<file path="src/rtl/qpd_pkg.sv">
// Shared constants and helper function for the quoted-printable decoder.
package qpd_pkg;

    // Largest decoded length reported; the count saturates here or at 16 bits.
    localparam longint unsigned MAX_LEN   = 64'd65535;
    localparam logic [15:0]     COUNT_LIM = (MAX_LEN > 64'd65535) ? 16'hFFFF
                                                                  : MAX_LEN[15:0];

    // Special characters of the encoding.
    localparam logic [7:0] CHAR_EQ = 8'h3D;
    localparam logic [7:0] CHAR_CR = 8'h0D;
    localparam logic [7:0] CHAR_LF = 8'h0A;

    // Digit value that marks a character that is not a hex digit.
    localparam logic [4:0] NOT_HEX = 5'd16;

    typedef logic [4:0] t_digit;

    // Map one character to its hex digit value, either case.
    function automatic t_digit hex_value(input logic [7:0] c);
        t_digit v;
        v = NOT_HEX;
        if (c >= 8'h30 && c <= 8'h39) begin
            v = t_digit'(c - 8'h30);
        end else if (c >= 8'h41 && c <= 8'h46) begin
            v = t_digit'(c - 8'h41 + 8'd10);
        end else if (c >= 8'h61 && c <= 8'h66) begin
            v = t_digit'(c - 8'h61 + 8'd10);
        end
        return v;
    endfunction

endpackage

</file>
<file path="src/rtl/quoted_printable_decoder_core.sv">
// Quoted-printable decoder core: input register, decode step, result register.
//
// Takes one encoded byte per beat and returns exactly one result beat per input
// beat, sustaining one byte per clock cycle while the output is not stalled. An
// accepted beat is held in the input register, then decoded into the result
// register, where it stays until the output takes it. The decode step and its
// escape state update sit between the input register and the result register,
// so a new byte can enter every cycle while the output is not stalled; while the
// output is stalled, one further beat is still taken into the input
// register. Results carry byte_valid (0 while an escape or soft line break is
// absorbed), the decoded byte, the end-of-text flag, and on the last beat the
// saturating count of bytes decoded in the string. The escape state and count
// return to reset after each end-of-text beat.
module quoted_printable_decoder_core
    import qpd_pkg::*;
(
    input  logic        i_clk,
    input  logic        i_rst_n,
    // input channel
    input  logic        i_in_valid,
    output logic        o_in_stall,
    input  logic [7:0]  i_text_byte,
    input  logic        i_end_of_text,
    // output channel
    output logic        o_out_valid,
    input  logic        i_out_stall,
    output logic        o_byte_valid,
    output logic [7:0]  o_decoded_byte,
    output logic        o_is_last,
    output logic [15:0] o_decoded_count
);

    typedef enum logic [1:0] {
        PH_TEXT  = 2'd0,
        PH_EQ    = 2'd1,
        PH_EQ_CR = 2'd2,
        PH_DIGIT = 2'd3
    } t_phase;

    t_phase      r_phase, n_phase;
    t_digit      r_first, n_first;
    logic [15:0] r_count, n_count;

    logic        r_in_valid;
    logic [7:0]  r_in_byte;
    logic        r_in_last;

    logic        r_out_valid;
    logic        r_out_bvalid;
    logic [7:0]  r_out_byte;
    logic        r_out_last;
    logic [15:0] r_out_count;

    logic        in_accept;
    logic        advance;
    logic        dec_valid;
    logic [7:0]  dec_byte;
    logic [15:0] cnt_inc;
    t_digit      cur_digit;

    // Stage moves when the result register is free or being emptied.
    assign advance    = r_in_valid && !(r_out_valid && i_out_stall);
    assign o_in_stall = r_in_valid && r_out_valid && i_out_stall;
    assign in_accept  = i_in_valid && !o_in_stall;

    // Decode one byte against the escape state.
    always_comb begin
        n_phase   = r_phase;
        n_first   = r_first;
        dec_valid = 1'b0;
        dec_byte  = 8'h00;
        cur_digit = hex_value(r_in_byte);
        case (r_phase)
            PH_TEXT: begin
                if (r_in_byte == CHAR_EQ) begin
                    n_phase = PH_EQ;
                end else begin
                    dec_valid = 1'b1;
                    dec_byte  = r_in_byte;
                end
            end
            PH_EQ, PH_EQ_CR: begin
                if (r_phase == PH_EQ && r_in_byte == CHAR_CR) begin
                    n_phase = PH_EQ_CR;
                end else if (r_in_byte == CHAR_LF) begin
                    n_phase = PH_TEXT;
                end else begin
                    n_first = cur_digit;
                    n_phase = PH_DIGIT;
                end
            end
            PH_DIGIT: begin
                dec_valid = 1'b1;
                if (r_first == NOT_HEX) begin
                    dec_byte = 8'h00;
                end else if (cur_digit == NOT_HEX) begin
                    dec_byte = {4'h0, r_first[3:0]};
                end else begin
                    dec_byte = {r_first[3:0], cur_digit[3:0]};
                end
                n_first = '0;
                n_phase = PH_TEXT;
            end
            default: begin
                n_phase = PH_TEXT;
            end
        endcase

        // Count decoded bytes, holding at the limit.
        cnt_inc = (dec_valid && r_count < COUNT_LIM) ? 16'd1 : 16'd0;
        n_count = r_count + cnt_inc;
    end

    // Hold state and registers; advance the pipeline.
    always_ff @(posedge i_clk) begin
        if (!i_rst_n) begin
            r_phase     <= PH_TEXT;
            r_first     <= '0;
            r_count     <= '0;
            r_in_valid  <= 1'b0;
            r_out_valid <= 1'b0;
        end else begin
            // input register
            if (in_accept) begin
                r_in_valid <= 1'b1;
                r_in_byte  <= i_text_byte;
                r_in_last  <= i_end_of_text;
            end else if (advance) begin
                r_in_valid <= 1'b0;
            end

            // decode step and result register
            if (advance) begin
                r_out_valid  <= 1'b1;
                r_out_bvalid <= dec_valid;
                r_out_byte   <= dec_byte;
                r_out_last   <= r_in_last;
                r_out_count  <= r_in_last ? n_count : 16'd0;
                if (r_in_last) begin
                    r_phase <= PH_TEXT;
                    r_first <= '0;
                    r_count <= '0;
                end else begin
                    r_phase <= n_phase;
                    r_first <= n_first;
                    r_count <= n_count;
                end
            end else if (!i_out_stall) begin
                r_out_valid <= 1'b0;
            end
        end
    end

    assign o_out_valid     = r_out_valid;
    assign o_byte_valid    = r_out_bvalid;
    assign o_decoded_byte  = r_out_byte;
    assign o_is_last       = r_out_last;
    assign o_decoded_count = r_out_count;

endmodule

</file>
<file path="config.mk">
export PLATFORM = sky130hd
export DESIGN_NAME = quoted_printable_decoder_core
export DESIGN_NICKNAME = d
export VERILOG_FILES = /design/src/rtl/qpd_pkg.sv /design/src/rtl/quoted_printable_decoder_core.sv
export SDC_FILE = /design/constraint.sdc
export NUM_CORES = 1
export LEC_CHECK = 0
export BUFFER_PORTS_ARGS = -buffer_cell sky130_fd_sc_hd__buf_2
export CORE_ASPECT_RATIO = 0.75
export CORE_MARGIN = 4
export CORE_UTILIZATION = 57
export CTS_CLUSTER_SIZE = 16
export DETAILED_ROUTE_END_ITERATION = 16
export PLACE_DENSITY = 0.79
export SYNTH_ARGS = -nofsm -noshare
export SYNTH_HDL_FRONTEND = slang
export SYNTH_SLANG_ARGS = --single-unit
</file>
<file path="constraint.sdc">
create_clock -name i_clk -period 3.33 [get_ports i_clk]
set_input_delay 0 -clock i_clk [delete_from_list [all_inputs] [get_ports i_clk]]
set_output_delay 0 -clock i_clk [all_outputs]
set_load 0.05 [all_outputs]
</file>
==> results of run 1 <==
path summary, 6_finish.rpt:
check	start	to	slack, ns
hold / removal	i_rst_n	r_in_valid$_SDFFE_PN0P_	0.08
setup / recovery	r_in_byte[3]$_DFFE_PP_	o_decoded_count[14]$_SDFFCE_PN0P_	0.30
setup reg to reg	r_in_byte[3]$_DFFE_PP_	o_decoded_count[14]$_SDFFCE_PN0P_	0.30
hold reg to reg	r_count[0]$_SDFFE_PN0P_	r_count[0]$_SDFFE_PN0P_	0.48
stage by stage:
| step | hold slack (ns) | total power (µW) |
|---|---|---|
| floorplan | 0.0989 | 915 |
| finish | 0.0817 | 1570 |
| global placement | 0.176 | 952 |
| CTS | 0.0598 | 1580 |
| global route | 0.0799 | 1630 |
| detailed placement | 0.178 | 955 |
routing by layer:
metal | track usage | share of wire
met1 | 0.334 | 0.49
met5 | 0 | 0
met3 | 0.0632 | 0.067
met2 | 0.307 | 0.42
met4 | 0.0929 | 0.015
power breakdown:
part | switching [µW] | leakage [µW] | internal [µW] | total [µW]
Combinational | 97.7 | 0.000696 | 44.4 | 142
Sequential | 7.68 | 0.000510 | 801 | 808
Clock | 280 | 0.0000931 | 342 | 621
Total | 385 | 0.00130 | 1190 | 1570
area by class of cell:
| class | count | area (µm²) | share of cell area |
|---|---|---|---|
| flip-flops and latches | 60 | 1550 | 0.416 |
| multi-input cells | 234 | 1470 | 0.395 |
| repair buffers | 62 | 393 | 0.105 |
| clock buffers | 11 | 131 | 0.0352 |
| well taps | 75 | 93.8 | 0.0252 |
| clock inverters | 5 | 52.6 | 0.0141 |
| inverters | 9 | 33.8 | 0.00906 |
state kept, by name, indices dropped and copies added (netlist names):
signal,count
o_decoded_count,16
r_count,16
o_decoded_byte,8
r_in_byte,8
r_first,5
r_phase,2
o_byte_valid,1
o_is_last,1
o_out_valid,1
r_in_last,1
r_in_valid,1
what timing repair did:
action / CTS / global route
hold buffers: 11 / 0
resized for setup: 0 / 1
hold endpoints to repair: 11 / 0
setup endpoints to repair: 0 / 1
synth_stat cells (3+ instances only):
master                     instances  area [µm²]
sky130_fd_sc_hd__edfxtp_1         35        1050
sky130_fd_sc_hd__o21ai_0          29         145
sky130_fd_sc_hd__dfxtp_1          25         500
sky130_fd_sc_hd__nand2_1          25        93.8
sky130_fd_sc_hd__nor2_1           24        90.1
sky130_fd_sc_hd__a21oi_1          23         115
sky130_fd_sc_hd__clkbuf_1         14        52.6
sky130_fd_sc_hd__nand3_1          13        65.1
sky130_fd_sc_hd__nor3_1           10        50.1
sky130_fd_sc_hd__ha_1              9         113
sky130_fd_sc_hd__inv_1             8        30.0
sky130_fd_sc_hd__or3_1             8        50.1
sky130_fd_sc_hd__o211ai_1          6        45.0
sky130_fd_sc_hd__xnor2_1           6        52.6
sky130_fd_sc_hd__and4_1            5        43.8
sky130_fd_sc_hd__buf_2             5        25.0
sky130_fd_sc_hd__or4_1             5        37.5
sky130_fd_sc_hd__xor2_1            5        43.8
sky130_fd_sc_hd__a31oi_1           4        25.0
sky130_fd_sc_hd__and2_1            4        25.0
sky130_fd_sc_hd__nand3b_1          4        30.0
sky130_fd_sc_hd__nand4_1           4        25.0
sky130_fd_sc_hd__a32o_1            3        30.0
sky130_fd_sc_hd__nand2b_1          3        18.8
sky130_fd_sc_hd__nor3b_1           3        22.5
critical path, delay by kind of cell, from the launching register on:
| family | cells | cell delay, ns |
|---|---|---|
| flip-flops | 1 | 0.47 |
| adder cells (fa/ha/maj) | 2 | 0.49 |
| AO/OA/AOI/OAI | 1 | 0.37 |
| AND/OR/NAND/NOR | 6 | 1.29 |
| XOR/XNOR | 1 | 0.16 |
logic make-up after synthesis:
group / after synthesis
simple gates: 122
compound gates: 92
flops: 60
buf+inv: 29
xor+xnor: 11
fa+ha+maj: 9
==> results.md, run 1 <==
- Run status: complete, no violations
- Standard-cell row count: 23
- Critical Path Fanout Max: 8
- Post-detailed-routing wire length: 7140 µm
- Number of design-rule violations left by the first detailed-router iteration: 263
- CTS tree: yes
- Crit path cell chain: or3b_4, o31a_1, nor2_1, nor3_1, ha_1, ha_1, and3_1, and4_1, xnor2_1, nor2_1
- Cell chosen for the clock root: sky130_fd_sc_hd__clkbuf_8
- First-pass GRT wire length: 11600 µm
- Post-place setup slack: 0.269 ns
- Count of placed standard cells in the final layout, fillers left out: 456
- Number of stages on the worst hold path: 2
- Per-instance average area after synthesis: ~9.7 µm²
- Final worst-path cycle share: 0.909
- Relative slew slack: 0.463
- Wire per inst: about 16 µm
- Post-detailed-placement half-perimeter wirelength: between 4000 and 5000 µm
- Post-synth net total: 345
- Worst setup slack after layout: approximately 0.30 ns
- Number of I/O port buffers: 40
- Sequential element share of the synthesized area: 0.495
- Most common cell after layout, fill and taps aside: sky130_fd_sc_hd__buf_2
- Utilization after layout: 0.701
- Compound-gate portion of the synthesized area: 0.190
- Detailed-route via count: 2701
- Worst Tran Pin Value: 0.804 ns
- Main combinational cell family by area after synthesis: simple AND/OR/NAND/NOR gates
- X dimension of the die: approximately 94 µm
- Initial antenna violation count: 0
- Fillers: 404
- Clock-pin slew on the worst setup and hold paths: 0.07 ns
- Timing-limited maximum frequency: 0.330 GHz
- Simple-gate share of the synthesized area: 0.211
- Number of H-tree branching levels: 3
- Final number of max-transition violations: 0
- Placed Cells incl. Taps: ~430
- Most frequent cells in the layout: sky130_fd_sc_hd__buf_2, sky130_fd_sc_hd__edfxtp_1, sky130_fd_sc_hd__o21ai_0, sky130_fd_sc_hd__nand2_1, sky130_fd_sc_hd__dfxtp_1
- Worst Hold Class: input pin to register
- Congestion Overflow GR: 0
- Relative area change from synthesis to final layout: 19.0%
- Maximum ir drop on the vdd rail: 0.000365 V
- Most used DFF post-synth: sky130_fd_sc_hd__edfxtp_1
- Min Tclk post-route: 3.03 ns
- Kind of critical path: register to register
- Cell with the biggest individual delay on the critical path: sky130_fd_sc_hd__edfxtp_1
- Routability Congestion: 0.915
- Number of placed I/O pins: 41
- Antenna diode count: 0
- Async set or reset register ratio after synthesis: 0
- Overall Global Routing Usage: 0.224
- Count of nets after finishing: 398
- Number of DRC violations after detailed routing: 0
- Worst clock skew on the final layout: 0.0102 ns
- Longest individual stage delay on the worst path: ~0.47 ns
- Total power divided by cell area: 421 nW/µm²
- Core region area: 5320 µm²
- Vias in the first global route: 2404
- Average via count per standard cell: 5.92
- Lkg Pwr: 0.00130 µW
- Data required, critical path: 3.43 ns
- Clock net sink count: 60
- Count of distinct cell types in the synthesized netlist: 60
- Pin count of the biggest net entering global routing: 27
- Capturing element type of the critical path: register
- Final setup vio count: 0
- Share of layout cells above drive strength 1: 0.192
- XOR/XNOR share of the synthesized area: 0.0307
- Portion of netlist area occupied by mux cells: 0
- Critical path startpoint category: register
- Initial Utilization: 0.589
- Synthesized-area fraction occupied by adder cells: 0.0359
- Standard cell area after detailed placement: between 3000 and 4000 µm²
- Synth Instances: approximately 320
- Die area: between 6000 and 7000 µm²
- Worst EP arrival: 3.13 ns
- Setup Buffers After CTS: 0
- EDFF count, synth: 35
- Unrepaired setup endpoints after global routing: no
- Reported max-cap violation count: 0
- CTS Buf Count: 9
- Non-Filler Cell Area, Final: 3730 µm²
- Number of nets with antenna violations after detailed routing: 0
- Synth warn: 0
- R2R cell count: 10
- Number of detailed-route iterations in the first pass: 4
- Later-pin clock latency in the skew report: 0.35 ns
- Floorplan die height: between 70 and 80 µm
- Hold violation count in the final report: 0
- Synth Cell Area: 3140 µm²
- Fin Setup TNS: 0 ns
- Maximum buffer depth of the clock tree: 2
- Number of storage elements in the synthesis netlist: 60
No activity file was read; power rests on OpenSTA's default activity.
==> run 2: changes to the inputs <==
Settings changed: CORE_UTILIZATION 57 to 60, CTS_BUF_LIST set to sky130_fd_sc_hd__clkbuf_8, PLACE_DENSITY 0.79 to 0.82.
==> run 2 against run 1 <==
Die area shrank 4.5%. Non-clock buffer count grew 4. Global-route usage grew 1.9 points. Power is essentially flat. Via count grew 3.8%. Sequential power is essentially flat. Combinational power is essentially flat. Final cell count grew 0.22%. Clock power is essentially flat. Count of clock-buffer cells in the layout shrank 2. Critical path type unchanged. Highest routed layer unchanged.
==> results.md, run 2 (same netlist as run 1, synthesis figures left out) <==
- Routability Congestion: 0.871
- Maximum buffer depth of the clock tree: 2
- Total power divided by cell area: 419 nW/µm²
- Initial Utilization: 0.629
- Pin count of the biggest net entering global routing: 27
- First-pass GRT wire length: 12600 µm
- Final number of max-transition violations: 0
- Final worst-path cycle share: 0.921
- CTS tree: yes
- Average via count per standard cell: roughly 6.1
- Number of nets with antenna violations after detailed routing: 0
- Clock-pin slew on the worst setup and hold paths: 0.07 ns
- Utilization after layout: 0.754
- Critical Path Fanout Max: 6
- Detailed-route via count: between 2000 and 3000
- Cell chosen for the clock root: sky130_fd_sc_hd__clkbuf_8
- Maximum ir drop on the vdd rail: roughly 0.00040 V
- Clock net sink count: 60
- Die area: ~6500 µm²
- Worst clock skew on the final layout: slightly above 0.006 ns
- Number of I/O port buffers: 40
- Timing-limited maximum frequency: 0.326 GHz
- Relative slew slack: 0.550
- Final setup vio count: 0
- Worst Hold Class: input pin to register
- CTS Buf Count: 9
- Relative area change from synthesis to final layout: 19.8%
- Critical path's most frequent cell: sky130_fd_sc_hd__ha_1
- Crit path cell chain: inv_1, ha_1, nand2_1, o31a_1, nor2_1, nor3_1, ha_1, ha_1, and3_2, nand2_1, or4_1, nand3_1
- Number of design-rule violations left by the first detailed-router iteration: around 360
- Initial antenna violation count: 0
- Critical path startpoint category: register
- Antenna diode count: 0
- Wire per inst: 17.0 µm
- Number of placed I/O pins: just over 40
- Most frequent cells in the layout: sky130_fd_sc_hd__buf_2, sky130_fd_sc_hd__edfxtp_1, sky130_fd_sc_hd__o21ai_0, sky130_fd_sc_hd__nand2_1, sky130_fd_sc_hd__dfxtp_1
- Worst EP arrival: roughly 3.3 ns
- Hold violation count in the final report: 0
- Number of DRC violations after detailed routing: 0
- Unrepaired setup endpoints after global routing: no
- Core region area: 4980 µm²
- Vias in the first global route: 2575
- Share of layout cells above drive strength 1: 0.203
- Lkg Pwr: 0.00133 µW
- Post-detailed-placement half-perimeter wirelength: 5100 µm
- Number of H-tree branching levels: 3
- Cell with the biggest individual delay on the critical path: sky130_fd_sc_hd__or4_1
- Capturing element type of the critical path: register
- Min Tclk post-route: 3.07 ns
- Congestion Overflow GR: 0
- Fin Setup TNS: 0 ns
- Floorplan die height: 70.6 µm
- X dimension of the die: ~91 µm
- Later-pin clock latency in the skew report: about 0.33 ns
- Post-detailed-routing wire length: 7760 µm
- Run status: complete, no violations
- Number of detailed-route iterations in the first pass: 5
- Longest individual stage delay on the worst path: 0.55 ns
- Standard-cell row count: 22
- Kind of critical path: register to register
- Overall Global Routing Usage: 0.243
- Most common cell after layout, fill and taps aside: sky130_fd_sc_hd__buf_2
- Reported max-cap violation count: 0
- Data required, critical path: 3.61 ns
- Worst Tran Pin Value: roughly 0.67 ns
- Count of nets after finishing: 402
run 2: cell count changes in the layout (fill, tap and decap cells not counted):
cell,change
sky130_fd_sc_hd__inv_1,+2
sky130_fd_sc_hd__clkbuf_1,-2
sky130_fd_sc_hd__and3_2,+1
sky130_fd_sc_hd__and3_1,-1
sky130_fd_sc_hd__buf_4,+4
run 2: power breakdown:
| group | switching, µW | internal (µW) |
|---|---|---|
| Clock | 283 | 336 |
| Combinational | 99.5 | 45.7 |
| Sequential | 8.26 | 801 |
run 2: layout make-up:
cell class                      count  area, µm²
Fill cell                         365       1220
Timing Repair Buffer               66        423
Clock buffer                        9        124
Inverter                            9       33.8
Multi-Input combinational cell    234       1480
Tap cell                           72       90.1
Clock inverter                      7       60.1
Sequential cell                    60       1550
run 2: metrics by stage:
step                      total power (µW)  setup slack (ns)  cells  cell area [µm²]  hold WS, ns
after global routing                  1620            0.0121    457             3760       0.0967
final                                 1570             0.264    457             3760        0.104
after detailed placement               954             0.198    426             3430        0.179
after CTS                             1570             0.144    453             3720       0.0719
after global placement                 951             0.415    426             3430        0.177
after floorplan                        915             0.451    323             3140       0.0989
run 2: path summary, 6_finish.rpt:
kind                                                 end  cells past startpoint                    start  slack [ns]
worst max-delay path            r_count[12]$_SDFFE_PN0P_                     12   r_in_byte[1]$_DFFE_PP_        0.26
worst min register to register   r_count[0]$_SDFFE_PN0P_                      2  r_count[0]$_SDFFE_PN0P_        0.50
worst max register to register  r_count[12]$_SDFFE_PN0P_                     12   r_in_byte[1]$_DFFE_PP_        0.26
worst min-delay path             r_in_valid$_SDFFE_PN0P_                      2                  i_rst_n        0.10
run 2: worst max-delay path, delay by kind of cell (launching register included):
kind                     cells  cell delay (ns)
buffers and inverters        1             0.08
flip-flops                   1             0.41
AND/OR/NAND/NOR              7             1.53
adder cells (fa/ha/maj)      3             0.78
AO/OA/AOI/OAI                1             0.23
run 2: what timing repair did:
action	in CTS	in global routing
hold endpoints to repair	11	0
setup endpoints to repair	0	4
hold buffers	11	0
gates resized for setup	0	2
setup buffers	0	4
run 2: routing by layer:
layer | track usage | part of all wire | vias up
met3 | 0.0595 | 0.094 | 17
met1 | 0.351 | 0.45 | 1296
met5 | 0 | 0 | -
met2 | 0.359 | 0.45 | 162
li1 | - | - | 1329
met4 | 0.0819 | 0.015 | 0
